File: config.mk
export PLATFORM = sky130hd
export DESIGN_NAME = sync_word_xor_frame_deframer
export DESIGN_NICKNAME = d
export VERILOG_FILES = /design/src/rtl/core/swdf_pkg.sv /design/src/rtl/core/swdf_store.sv /design/src/rtl/core/swdf_front.sv /design/src/rtl/core/swdf_back.sv /design/src/rtl/core/sync_word_xor_frame_deframer.sv
export SDC_FILE = /design/constraint.sdc
export NUM_CORES = 1
export LEC_CHECK = 0
export BUFFER_PORTS_ARGS = -buffer_cell sky130_fd_sc_hd__buf_4
export CORE_MARGIN = 2
export CORE_UTILIZATION = 60
export DETAILED_ROUTE_END_ITERATION = 8
export PLACE_DENSITY = 0.8
export REMOVE_ABC_BUFFERS = 1
export SLEW_MARGIN = 20
export SYNTH_ARGS = -nofsm -noshare
export SYNTH_HDL_FRONTEND = slang
export SYNTH_SLANG_ARGS = --single-unit
File: constraint.sdc
create_clock -name i_clk -period 4.85 [get_ports i_clk]
set_input_delay 0 -clock i_clk [delete_from_list [all_inputs] [get_ports i_clk]]
set_output_delay 0 -clock i_clk [all_outputs]
set_load 0.03 [all_outputs]
File: src/rtl/core/swdf_pkg.sv
package swdf_pkg;

    localparam int MAX_FRAME_BYTES_DEF = 64;
    localparam int MAX_WORDS           = 30;
    localparam int CMD_OFFSET          = 2;
    localparam int PAYLOAD_OFFSET      = 3;
    localparam int MIN_FRAME_BYTES     = 4;

    localparam logic CFG_SYNC_FIRST  = 1'b0;
    localparam logic CFG_SYNC_SECOND = 1'b1;

    typedef enum logic [1:0] {
        ST_OK        = 2'd0,
        ST_BAD_XOR   = 2'd1,
        ST_TOO_LONG  = 2'd2,
        ST_TOO_SHORT = 2'd3
    } t_status;

    typedef struct packed {
        t_status    status;
        logic [4:0] words;
        logic       bank;
    } t_desc;

endpackage

File: src/rtl/core/swdf_store.sv
module swdf_store #(
    parameter int MAX_FRAME_BYTES = swdf_pkg::MAX_FRAME_BYTES_DEF,
    parameter int AW              = $clog2(MAX_FRAME_BYTES)
) (
    input  logic          i_clk,
    input  logic          i_wr_en,
    input  logic [AW:0]   i_wr_addr,
    input  logic [7:0]    i_wr_data,
    input  logic [AW:0]   i_rd_addr,
    output logic [7:0]    o_rd_data
);
    localparam int DEPTH = 2 ** (AW + 1);

    logic [7:0] r_mem [DEPTH];
    logic [7:0] r_rd_data;

    always_ff @(posedge i_clk) begin
        if (i_wr_en) begin
            r_mem[i_wr_addr] <= i_wr_data;
        end
        r_rd_data <= r_mem[i_rd_addr];
    end

    assign o_rd_data = r_rd_data;

endmodule

File: src/rtl/core/swdf_front.sv
module swdf_front #(
    parameter int MAX_FRAME_BYTES = swdf_pkg::MAX_FRAME_BYTES_DEF,
    parameter int AW              = $clog2(MAX_FRAME_BYTES)
) (
    input  logic                 i_clk,
    input  logic                 i_rst_n,
    input  logic                 i_cfg_we,
    input  logic                 i_cfg_idx,
    input  logic [7:0]           i_cfg_data,
    input  logic                 i_valid,
    output logic                 o_ready,
    input  logic [7:0]           i_byte,
    input  logic                 i_back_busy,
    output logic                 o_wr_en,
    output logic [AW:0]          o_wr_addr,
    output logic [7:0]           o_wr_data,
    output logic                 o_q_valid,
    output swdf_pkg::t_desc      o_q_desc,
    input  logic                 i_q_pop
);
    import swdf_pkg::*;

    localparam int LW = $clog2(MAX_FRAME_BYTES + 1);

    logic [7:0]    r_sync_first, r_sync_second;
    logic [7:0]    r_held, n_held;
    logic          r_held_valid, n_held_valid;
    logic          r_in_frame, n_in_frame;
    logic [LW-1:0] r_len, n_len;
    logic          r_ovf, n_ovf;
    logic [7:0]    r_xor, n_xor;
    logic          r_bank, n_bank;
    logic          r_q_valid, n_q_valid;
    t_desc         r_q_desc, n_q_desc;

    logic          accept;
    logic          push;
    logic          wr_bank;
    logic [LW:0]   diff;
    logic [LW-1:0] half;
    t_status       status;
    logic [4:0]    words;

    assign o_ready   = !(r_held_valid && r_in_frame && (r_held == r_sync_first)
                         && (i_back_busy || r_q_valid));
    assign accept    = i_valid && o_ready;
    assign o_q_valid = r_q_valid;
    assign o_q_desc  = r_q_desc;

    always_comb begin
        diff = {1'b0, r_len} - (LW + 1)'(MIN_FRAME_BYTES);
        half = diff[LW:1];
        if (int'(half) > MAX_WORDS) begin
            words = 5'(MAX_WORDS);
        end else begin
            words = 5'(half);
        end
        if (r_ovf) begin
            status = ST_TOO_LONG;
        end else if (r_len < LW'(MIN_FRAME_BYTES)) begin
            status = ST_TOO_SHORT;
        end else if (r_xor != 8'd0) begin
            status = ST_BAD_XOR;
        end else begin
            status = ST_OK;
        end
    end

    always_comb begin
        n_held       = r_held;
        n_held_valid = r_held_valid;
        n_in_frame   = r_in_frame;
        n_len        = r_len;
        n_ovf        = r_ovf;
        n_xor        = r_xor;
        n_bank       = r_bank;
        push         = 1'b0;
        wr_bank      = r_bank;
        o_wr_en      = 1'b0;
        o_wr_addr    = {r_bank, r_len[AW-1:0]};
        o_wr_data    = r_held;
        if (accept) begin
            n_held       = i_byte;
            n_held_valid = 1'b1;
            if (r_held_valid) begin
                if (r_held == r_sync_first && i_byte == r_sync_second) begin
                    if (r_in_frame) begin
                        push    = 1'b1;
                        wr_bank = !r_bank;
                        n_bank  = !r_bank;
                    end
                    n_in_frame = 1'b1;
                    n_len      = LW'(1);
                    n_ovf      = 1'b0;
                    n_xor      = r_held;
                    o_wr_en    = 1'b1;
                    o_wr_addr  = {wr_bank, AW'(0)};
                end else if (r_in_frame) begin
                    n_xor = r_xor ^ r_held;
                    if (r_len < LW'(MAX_FRAME_BYTES)) begin
                        o_wr_en = 1'b1;
                        n_len   = r_len + LW'(1);
                    end else begin
                        n_ovf = 1'b1;
                    end
                end
            end
        end
        n_q_valid = (r_q_valid && !i_q_pop) || push;
        n_q_desc  = r_q_desc;
        if (push) begin
            n_q_desc.status = status;
            n_q_desc.words  = words;
            n_q_desc.bank   = r_bank;
        end
    end

    always_ff @(posedge i_clk) begin
        if (!i_rst_n) begin
            r_sync_first  <= 8'd0;
            r_sync_second <= 8'd0;
            r_held        <= 8'd0;
            r_held_valid  <= 1'b0;
            r_in_frame    <= 1'b0;
            r_len         <= '0;
            r_ovf         <= 1'b0;
            r_xor         <= 8'd0;
            r_bank        <= 1'b0;
            r_q_valid     <= 1'b0;
        end else begin
            if (i_cfg_we) begin
                case (i_cfg_idx)
                    CFG_SYNC_FIRST:  r_sync_first  <= i_cfg_data;
                    CFG_SYNC_SECOND: r_sync_second <= i_cfg_data;
                    default: ;
                endcase
            end
            r_held       <= n_held;
            r_held_valid <= n_held_valid;
            r_in_frame   <= n_in_frame;
            r_len        <= n_len;
            r_ovf        <= n_ovf;
            r_xor        <= n_xor;
            r_bank       <= n_bank;
            r_q_valid    <= n_q_valid;
        end
    end

    always_ff @(posedge i_clk) begin
        r_q_desc <= n_q_desc;
    end

endmodule

File: src/rtl/core/swdf_back.sv
module swdf_back #(
    parameter int MAX_FRAME_BYTES = swdf_pkg::MAX_FRAME_BYTES_DEF,
    parameter int AW              = $clog2(MAX_FRAME_BYTES)
) (
    input  logic                 i_clk,
    input  logic                 i_rst_n,
    input  logic                 i_q_valid,
    input  swdf_pkg::t_desc      i_q_desc,
    output logic                 o_q_pop,
    output logic                 o_busy,
    output logic [AW:0]          o_rd_addr,
    input  logic [7:0]           i_rd_data,
    output logic                 o_valid,
    input  logic                 i_ready,
    output logic [1:0]           o_status,
    output logic [7:0]           o_command,
    output logic [15:0]          o_data_word,
    output logic                 o_word_valid,
    output logic [4:0]           o_word_index,
    output logic                 o_last
);
    import swdf_pkg::*;

    typedef enum logic [4:0] {
        S_IDLE = 5'b00001,
        S_CMD  = 5'b00010,
        S_HI   = 5'b00100,
        S_LO   = 5'b01000,
        S_EMIT = 5'b10000
    } t_back_state;

    t_back_state r_state, n_state;
    logic        r_bank, n_bank;
    logic [4:0]  r_words, n_words;
    logic [4:0]  r_idx, n_idx;
    logic [AW-1:0] r_ptr, n_ptr;
    logic [7:0]  r_cmd, n_cmd;
    logic [7:0]  r_hi, n_hi;
    t_status     r_st, n_st;
    logic [15:0] r_word, n_word;
    logic        r_wvalid, n_wvalid;
    logic        r_last, n_last;

    logic        r_out_valid, n_out_valid;
    logic [1:0]  r_o_status;
    logic [7:0]  r_o_cmd;
    logic [15:0] r_o_word;
    logic        r_o_wvalid;
    logic [4:0]  r_o_idx;
    logic        r_o_last;
    logic        load;

    assign o_busy       = (r_state != S_IDLE);
    assign o_valid      = r_out_valid;
    assign o_status     = r_o_status;
    assign o_command    = r_o_cmd;
    assign o_data_word  = r_o_word;
    assign o_word_valid = r_o_wvalid;
    assign o_word_index = r_o_idx;
    assign o_last       = r_o_last;

    assign load = (r_state == S_EMIT) && (!r_out_valid || i_ready);

    always_comb begin
        n_state   = r_state;
        n_bank    = r_bank;
        n_words   = r_words;
        n_idx     = r_idx;
        n_ptr     = r_ptr;
        n_cmd     = r_cmd;
        n_hi      = r_hi;
        n_st      = r_st;
        n_word    = r_word;
        n_wvalid  = r_wvalid;
        n_last    = r_last;
        o_q_pop   = 1'b0;
        o_rd_addr = {r_bank, r_ptr};
        case (r_state)
            S_IDLE: begin
                o_rd_addr = {i_q_desc.bank, AW'(CMD_OFFSET)};
                if (i_q_valid) begin
                    o_q_pop  = 1'b1;
                    n_bank   = i_q_desc.bank;
                    n_words  = i_q_desc.words;
                    n_idx    = 5'd0;
                    n_ptr    = AW'(PAYLOAD_OFFSET);
                    n_st     = i_q_desc.status;
                    n_cmd    = 8'd0;
                    n_word   = 16'd0;
                    n_wvalid = 1'b0;
                    n_last   = 1'b1;
                    if (i_q_desc.status != ST_OK) begin
                        n_state = S_EMIT;
                    end else begin
                        n_state = S_CMD;
                    end
                end
            end
            S_CMD: begin
                n_cmd = i_rd_data;
                if (r_words == 5'd0) begin
                    n_state = S_EMIT;
                end else begin
                    n_state = S_HI;
                end
            end
            S_HI: begin
                n_hi      = i_rd_data;
                o_rd_addr = {r_bank, r_ptr + AW'(1)};
                n_state   = S_LO;
            end
            S_LO: begin
                n_word   = {r_hi, i_rd_data};
                n_wvalid = 1'b1;
                n_last   = (r_idx + 5'd1 == r_words);
                n_ptr    = r_ptr + AW'(2);
                n_state  = S_EMIT;
            end
            S_EMIT: begin
                if (load) begin
                    if (r_last) begin
                        n_state = S_IDLE;
                    end else begin
                        n_idx   = r_idx + 5'd1;
                        n_state = S_HI;
                    end
                end
            end
            default: n_state = S_IDLE;
        endcase
        n_out_valid = (r_out_valid && !i_ready) || load;
    end

    always_ff @(posedge i_clk) begin
        if (!i_rst_n) begin
            r_state     <= S_IDLE;
            r_out_valid <= 1'b0;
        end else begin
            r_state     <= n_state;
            r_out_valid <= n_out_valid;
        end
    end

    always_ff @(posedge i_clk) begin
        r_bank   <= n_bank;
        r_words  <= n_words;
        r_idx    <= n_idx;
        r_ptr    <= n_ptr;
        r_cmd    <= n_cmd;
        r_hi     <= n_hi;
        r_st     <= n_st;
        r_word   <= n_word;
        r_wvalid <= n_wvalid;
        r_last   <= n_last;
        if (load) begin
            r_o_status <= r_st;
            r_o_cmd    <= r_cmd;
            r_o_word   <= r_word;
            r_o_wvalid <= r_wvalid;
            r_o_idx    <= r_wvalid ? r_idx : 5'd0;
            r_o_last   <= r_last;
        end
    end

endmodule

File: src/rtl/core/sync_word_xor_frame_deframer.sv
// Sync-word deframer with XOR check. Bytes enter on the s_ side one per request; a frame runs
// from one two-byte sync word (set by registers 0 and 1 on the config port) to the next and is
// written into one half of a double-banked byte store while its XOR, length and overflow are
// tracked. When the next sync word closes a frame, a descriptor goes through a one-entry queue
// to the drain engine, which emits one error result, or the command byte with each big-endian
// payload word (at most 30, last set on the final one), while new bytes keep filling the other
// bank. The input takes one byte per cycle; it stalls whenever the held byte inside a frame
// equals the first sync byte while the previous frame is still queued or draining. Draining
// goes straight to the result for an error frame; for a good frame the single read port of
// the store yields the command byte and then the high and low byte of each word in turn; a
// result waits in the output register while m_tready is low.
module sync_word_xor_frame_deframer #(
    parameter int MAX_FRAME_BYTES = swdf_pkg::MAX_FRAME_BYTES_DEF
) (
    input  logic        i_clk,
    input  logic        i_rst_n,
    input  logic        i_cfg_we,
    input  logic        i_cfg_idx,
    input  logic [7:0]  i_cfg_data,
    input  logic        s_tvalid,
    output logic        s_tready,
    input  logic [7:0]  s_tdata,   // [7:0] rx_byte
    output logic        m_tvalid,
    input  logic        m_tready,
    output logic [31:0] m_tdata,   // [7:0] command, [23:8] data_word, [28:24] word_index
    output logic        m_tlast,
    output logic [2:0]  m_tuser    // [1:0] frame_status, [2] word_valid
);
    import swdf_pkg::*;

    localparam int AW = $clog2(MAX_FRAME_BYTES);

    logic        wr_en;
    logic [AW:0] wr_addr;
    logic [7:0]  wr_data;
    logic [AW:0] rd_addr;
    logic [7:0]  rd_data;
    logic        q_valid;
    t_desc       q_desc;
    logic        q_pop;
    logic        back_busy;
    logic [1:0]  status;
    logic [7:0]  command;
    logic [15:0] data_word;
    logic        word_valid;
    logic [4:0]  word_index;

    swdf_front #(
        .MAX_FRAME_BYTES(MAX_FRAME_BYTES),
        .AW             (AW)
    ) u_front (
        .i_clk      (i_clk),
        .i_rst_n    (i_rst_n),
        .i_cfg_we   (i_cfg_we),
        .i_cfg_idx  (i_cfg_idx),
        .i_cfg_data (i_cfg_data),
        .i_valid    (s_tvalid),
        .o_ready    (s_tready),
        .i_byte     (s_tdata),
        .i_back_busy(back_busy),
        .o_wr_en    (wr_en),
        .o_wr_addr  (wr_addr),
        .o_wr_data  (wr_data),
        .o_q_valid  (q_valid),
        .o_q_desc   (q_desc),
        .i_q_pop    (q_pop)
    );

    swdf_store #(
        .MAX_FRAME_BYTES(MAX_FRAME_BYTES),
        .AW             (AW)
    ) u_store (
        .i_clk    (i_clk),
        .i_wr_en  (wr_en),
        .i_wr_addr(wr_addr),
        .i_wr_data(wr_data),
        .i_rd_addr(rd_addr),
        .o_rd_data(rd_data)
    );

    swdf_back #(
        .MAX_FRAME_BYTES(MAX_FRAME_BYTES),
        .AW             (AW)
    ) u_back (
        .i_clk       (i_clk),
        .i_rst_n     (i_rst_n),
        .i_q_valid   (q_valid),
        .i_q_desc    (q_desc),
        .o_q_pop     (q_pop),
        .o_busy      (back_busy),
        .o_rd_addr   (rd_addr),
        .i_rd_data   (rd_data),
        .o_valid     (m_tvalid),
        .i_ready     (m_tready),
        .o_status    (status),
        .o_command   (command),
        .o_data_word (data_word),
        .o_word_valid(word_valid),
        .o_word_index(word_index),
        .o_last      (m_tlast)
    );

    assign m_tdata = {3'd0, word_index, data_word, command};
    assign m_tuser = {word_valid, status};

endmodule

==> summary.txt, run 1 <==
Yosys
  – Mapped Cells: 3146
  – Post-synth top area cell: edfxtp_1
  – Count leader, synth: edfxtp_1
  – Synth async-reset ratio: 0%
  – Register area share after synthesis: 75.2%
  – Mean post-synth cell area: 14.7 sq um
  – Cell variety after synth: 82
  – EDFF count, synth: 1117
  – #FFs+latches synth: 1175
  – Synth warnings: 0
  – Syn Std Cell Area: 0.0461 sq mm
  – Synth top area cells: edfxtp_1 73%, dfxtp_1 2.5%, o22ai_1 2.5%
  – Synth Flop Type: edfxtp_1
  – Post-synth top area share: 72.7%
  – Commonest cells post-synth: 1117 x edfxtp_1, 280 x nor2_1, 258 x nand2_1

Timing
  – Fin crit share: 93.0%
  – Final setup viols: 0
  – RSZ-0062 raised after global routing: no
  – Worst-margin pin slew: 1.15 ns
  – Final Critical Period: 4.51 ns
  – Relative slew slack: 23.6%
  – Final hold viol count: 0
  – Setup TNS: 0 ns
  – Slew Limit Fails: 0
  – Worst Skew: 0.0520 ns
  – Setup slack after layout: 0.341 ns
  – Hold WS: 0.152 ns
  – Fmax: 0.222 GHz

Floorplan
  – Placeable core area: 0.0761 sq mm
  – Row cnt: 101
  – Starting Density: 60.6%
  – Die Ht: 281 um
  – Die ar.: 0.0791 sq mm
  – Chip width: 281 um
  – I/O pins: 60

Place
  – Post-Place Setup Slack: 0.658 ns
  – Placed instance area: 0.0478 sq mm
  – Placed cells: 4105
  – Gp weighted congestion: 0.971
  – HPWL after DPL: 75500 um
  – # port buffers: 56

Detailed routing
  – Via count: 30000
  – DRT Wirelength: 127000 um
  – Wirelength per Cell: 29.2 um
  – Post-route DRC: 0
  – Via/cell ratio: 6.89
  – Antenna viol nets, final: 0
  – Iter 0 DRT Violations: 5486
  – Drt first pass iters: 7

Clocking
  – CTS tree: yes
  – CTS Hold Bufs: 36
  – Cts repair resizes: 0
  – Clock transition at the registers of the reported paths: 0.06 ns
  – Clk sink count: 1175
  – Clk Latency, worst-skew pair: 0.71 ns
  – CTS H-tree lvls: 3
  – Longest Clk Path Bufs: 3
  – Post-CTS setup buffers: 0
  – Num CTS Buffers: 111
  – Clock root cell: clkbuf_16

Critical path
  – Worst path cell trace: nor2b_1 > nand2_4 > a2bb2oi_1 > buf_4 > nor3_1 > a31oi_1 > a2bb2oi_1 > a2111oi_1
  – Crit path largest cell delay: 0.87 ns
  – Worst path most repeated cell: a2bb2oi_1
  – Worst path buffer plus inverter count: 1
  – Critical path's slowest cell: nor3_1
  – CP Max Fanout: 35
  – Kind of critical path: reg -> reg
  – Worst EP arrival: 5.06 ns
  – Crit end category: flop
  – Startpoint Class: flop
  – CP delay by family, top: simple AND/OR/NAND/NOR gates
  – Data required time of the worst path: 5.40 ns

Pwr
  – Design Power: 20.2 mW
  – Pwr Density: 390 mW/mm^2
  – Peak supply drop: 0.000338 V
  – LEAKAGE: 17.1 nW

Outcome
  – Status: complete, no violations

Global routing
  – Vias in the first global route: 29300
  – Total grt overflow: 0
  – Total track usage: 32.1%
  – Largest net degree at the start of global routing: 98
  – Initial antenna violation count: 8
  – First-pass GRT wire length: 186000 um

Job
  – Max cap viols: 0

Cells and area
  – Share of cells above drive strength 1: 11.6%
  – P&R area growth vs syn: 12.6%
  – Post-route cell area: 0.0519 sq mm
  – Layout net count: 3252
  – Layout Cells excl Fill: 4352
  – Utilization after layout: 68.3%

Hold path
  – Hold Path Class: in -> reg
## per-layer routing
metal / global-route usage (%) / part of all wire [%] / wire length (um) / vias up
li1: - / - / - / 12500
met1: 42.8 / 36 / 45500 / 14600
met2: 50.0 / 46 / 58400 / 2361
met3: 7.94 / 13 / 16400 / 471
met4: 15.3 / 5.4 / 6920 / 12
met5: 0 / 0.054 / 69 / -
## layout make-up
class,count,area [sq um]
flip-flops and latches,1175,34700
multi-input cells,1754,10600
clock buffers,133,2920
diodes,5,12.5
repair buffers,175,1530
well taps,1030,1290
fillers,4870,24100
clock inverters,72,805
inverters,8,30.0
## layout by cell type, fill, tap and decap left out, types with 19 or more instances in the layout
cell           synthesis  final
edfxtp_1            1117   1117
nor2_1               280    279
nand2_1              258    255
o22ai_1              183    183
buf_4                  4    126
clkbuf_16              0    112
o21ai_0              106    104
nand3_1               96     95
nor3_1                84     84
mux2i_1               84     84
a21oi_1               72     71
dfxtp_1               58     50
a31oi_1               45     45
a211oi_1              44     44
o221ai_1              44     44
and2_1                44     43
mux2_2                37     37
dlygate4sd3_1          0     36
nor2b_1               29     29
clkinv_2               0     29
nor4_1                25     25
xor2_1                24     24
o311ai_0              24     24
o211ai_1              19     19
## state kept, by name (all words and copies together), names as in the netlist, 2 cells and up
register / cells
u_front.o_q_desc: 8
u_store.r_mem: 1024
u_back.o_command: 8
u_front.o_wr_data: 8
u_back.r_hi: 8
u_front.r_sync_second: 8
u_back.o_data_word: 16
u_back.r_idx: 5
u_back.r_st: 2
u_back.o_word_index: 5
u_front.r_sync_first: 8
u_front.r_xor: 8
u_back.r_word: 16
u_back.r_cmd: 8
u_back.o_status: 2
u_front.r_len: 7
u_back.r_ptr: 5
u_store.o_rd_data: 8
u_back.r_words: 5
u_back.r_state: 5
## final timing paths
check	startpoint	to	slack [ns]	cells after the start
setup / recovery	u_back.r_state[2]$_SDFFE_PN0P_	u_store.o_rd_data[3]$_DFF_P_	0.34	8
hold / removal	i_cfg_data[3]	u_front.r_sync_first[3]$_SDFFE_PN0P_	0.15	4
setup reg to reg	u_back.r_state[2]$_SDFFE_PN0P_	u_store.o_rd_data[3]$_DFF_P_	0.34	8
hold reg to reg	u_back.r_st[1]$_DFFE_PP_	u_back.o_status[1]$_DFFE_PP_	0.42	0
## power by group
group	internal, mW	total, mW	leakage, nW	switching [mW]
registers	11.1	11.2	11.2	0.0451
clock network	5.06	8.85	1.83	3.79
logic	0.0609	0.250	4.09	0.189
total	16.2	20.2	17.1	4.02
## logic make-up (layout without fill, tap and decap cells)
logic type	after synthesis	after routing	synth area share, %
flip-flops	1175	1175	75.2
AND/OR/NAND/NOR	887	887	8.75
AO/OA/AOI/OAI	695	695	10.3
buffers and inverters	219	388	2.03
multiplexers	123	123	2.78
XOR/XNOR	41	41	0.778
adder cells (fa/ha/maj)	5	5	0.136
other	1	8	0.00813
## tightest hold or removal path, stage by stage
cell	delay (ns)
dlygate4sd3_1	0.52
buf_4	0.12
mux2i_1	0.07
nor2b_1	0.09
(Power assumes the default switching activity.)
==> inputs of run 2 (changes only) <==
==> constraint.sdc (replaced) <==
create_clock -name i_clk -period 4.85 [get_ports i_clk]
set_input_delay 0.97 -clock i_clk [delete_from_list [all_inputs] [get_ports i_clk]]
set_output_delay 0.97 -clock i_clk [all_outputs]
set_load 0.03 [all_outputs]
==> summary.txt, run 2 (same netlist as run 1, synthesis figures left out) <==
Timing
  – Setup TNS: 0 ns (unchanged)
  – RSZ-0062 raised after global routing: no
  – Worst-margin pin slew: 1.16 ns (+0.0105 ns)
  – Relative slew slack: 22.6% (-0.99 points)
  – Final setup viols: 0 (unchanged)
  – Fmax: 0.226 GHz (+1.7%)
  – Worst Skew: 0.0287 ns (-0.0233 ns)
  – Final hold viol count: 0 (unchanged)
  – Slew Limit Fails: 0 (unchanged)
  – Final Critical Period: 4.43 ns (-0.0759 ns)
  – Fin crit share: 91.4% (-1.6 points)

Floorplan
  – Starting Density: 60.6% (unchanged)
  – Die Ht: 281 um (unchanged)
  – I/O pins: 60 (unchanged)
  – Chip width: 281 um (unchanged)
  – Row cnt: 101 (unchanged)
  – Placeable core area: 0.0761 sq mm (unchanged)
  – Die ar.: 0.0791 sq mm (unchanged)

Global routing
  – Total grt overflow: 0 (unchanged)
  – First-pass GRT wire length: 186000 um (-0.26%)
  – Initial antenna violation count: 3 (-5)
  – Total track usage: 32.1% (about the same)
  – Largest net degree at the start of global routing: 134 (+37%)
  – Vias in the first global route: 28800 (-1.7%)

Critical path
  – Worst r2r src: u_back.r_state[4]$_SDFFE_PN0P_
  – Register-to-register path setup slack: 0.42 ns (+0.08 ns)
  – Startpoint Class: flop
  – Worst EP arrival: 5.05 ns (about the same)
  – Kind of critical path: reg -> reg
  – Crit end category: flop
  – Data required time of the worst path: 5.46 ns (+0.06 ns)
  – CP Launch Point: u_back.r_state[4]$_SDFFE_PN0P_
  – CP Max Fanout: 36 (+2.9%)

Cells and area
  – Layout net count: 3220 (-0.98%)
  – Max FFs per register: 1024 (unchanged)
  – Most flops, register: u_store.r_mem
  – Fill cells: 4944 (+1.5%)
  – Utilization after layout: 67.9% (-0.41 points)
  – Share of cells above drive strength 1: 11.7% (+0.086 points)
  – Most common cell after layout, fill and taps aside: edfxtp_1
  – Commonest cells after routing, fill and taps aside: 1117 x edfxtp_1, 278 x nor2_1, 255 x nand2_1
  – Sequential cell area: 0.0347 sq mm (unchanged)
  – Multi-input logic area: 0.0106 sq mm (+0.14%)
  – P&R area growth vs syn: 11.9%

Clocking
  – CTS H-tree lvls: 3 (unchanged)
  – Clock root cell: clkbuf_16
  – Longest Clk Path Bufs: 3 (unchanged)
  – Post-CTS setup buffers: 0 (unchanged)
  – Cts repair resizes: 0 (unchanged)
  – Clk Latency, worst-skew pair: 0.68 ns (-0.03 ns)
  – Num CTS Buffers: 109 (-1.8%)
  – CTS Hold Bufs: 0 (-100%)
  – Clock transition at the registers of the reported paths: 0.06 ns (about the same)
  – Clk sink count: 1175 (unchanged)
  – CTS tree: yes

Detailed routing
  – Via count: 29900 (-0.39%)
  – Via/cell ratio: 6.92 (+0.44%)
  – Iter 0 DRT Violations: 5149 (-6.1%)
  – Wirelength per Cell: 29.4 um (+0.45%)
  – Drt first pass iters: 9 (+2)
  – DRT Wirelength: 127000 um (-0.38%)
  – Post-route DRC: 32 (+32)
  – Antenna viol nets, final: 0 (unchanged)

Place
  – # port buffers: 56 (unchanged)
  – Gp weighted congestion: 1.05 (+8.4%)
  – HPWL after DPL: 76100 um (+0.79%)

Pwr
  – Switching Fraction: 19.2% (-0.64 points)
  – Peak supply drop: 0.000341 V (+1.1%)
  – Pwr Density: 393 mW/mm^2 (+0.72%)
  – P_int: 16.4 mW (+0.92%)
  – Sequential Power Share: 55.0% (about the same)
  – Combinational share of power: 1.1% (about the same)
  – Clock power share: 43.9% (+0.2 points)
  – Psw: 3.90 mW (-3.1%)
  – LEAKAGE: 17.0 nW (-0.83%)

Hold path
  – Hold Path Class: reg -> reg
  – Hold wc startpoint: u_back.r_word[9]$_SDFFCE_PN0P_

Outcome
  – Status: finished, violations left
  – Violated checks: design-rule violations

Job
  – Max cap viols: 0 (unchanged)
==> run 2: cell types whose count changed in the layout (fill, tap and decap cells not counted), moves of 2 or more <==
cell           previous run  this run
bufinv_16                14        19
inv_6                     3         1
clkinv_2                 29        22
clkbuf_1                 17        20
buf_6                     2         0
diode_2                   5         2
clkbuf_8                  4         1
buf_12                   10         8
clkinv_8                  0         2
clkinv_1                 18        21
dlygate4sd3_1            36         0
buf_4                   126       136
==> run 2: per-stage QoR <==
| step | worst slack [ns] | hold slack [ns] | std cells | power (mW) | area (sq um) |
|---|---|---|---|---|---|
| after floorplan | -7.46 | 0.400 | 2937 | 11.5 | 45200 |
| after global placement | 0.658 | 0.405 | 4111 | 11.6 | 47800 |
| after detailed placement | 0.604 | 0.405 | 4112 | 11.6 | 47900 |
| after CTS | 0.579 | 0.419 | 4314 | 20.3 | 51600 |
| after global routing | 0.402 | 0.425 | 4316 | 20.7 | 51600 |
| final | 0.417 | 0.415 | 4316 | 20.3 | 51600 |
==> run 2: final timing paths <==
path / end / depth (start not counted)
setup / recovery: u_store.o_rd_data[7]$_DFF_P_ / 9
hold / removal: u_back.o_data_word[9]$_DFFE_PP_ / 0
setup reg to reg: u_store.o_rd_data[7]$_DFF_P_ / 9
hold reg to reg: u_back.o_data_word[9]$_DFFE_PP_ / 0
==> run 2: critical path, cell delays in order (launching register included) <==
cell and delay [ns]:
dfxtp_1 0.37, or3_1 0.60, a221o_1 0.48, nor2_4 0.85, buf_4 0.43, o221ai_1 0.17
o211ai_1 0.15, a32oi_1 0.23, o311ai_0 0.79, and4_1 0.28
==> run 2: layout make-up <==
class / count / share of cell area, %
antenna: 2 / 0.00969
clock buffer: 132 / 5.55
clock inverter: 70 / 1.72
inverter: 8 / 0.0582
multi-input combinational: 1754 / 20.6
sequential: 1175 / 67.3
tap: 1030 / 2.50
timing repair buffer: 145 / 2.30
==> run 2: power groups by stage <==
stage | Clock (mW) | Sequential (mW) | Combinational, mW
3_5_place_dp | 0 | 11.4 | 0.221
2_1_floorplan | 0 | 11.4 | 0.0435
6_report | 8.89 | 11.2 | 0.225
4_1_cts | 8.92 | 11.1 | 0.221
5_1_grt | 9.28 | 11.1 | 0.237
3_3_place_gp | 0 | 11.4 | 0.210
==> run 2: metal layers <==
layer	up-vias	global-route usage [%]	wire length, um
met5	-	1.04	203
met4	6	14.0	6500
met3	454	10.3	17600
met2	2326	49.7	58200
met1	14700	41.9	44200
li1	12400	-	-
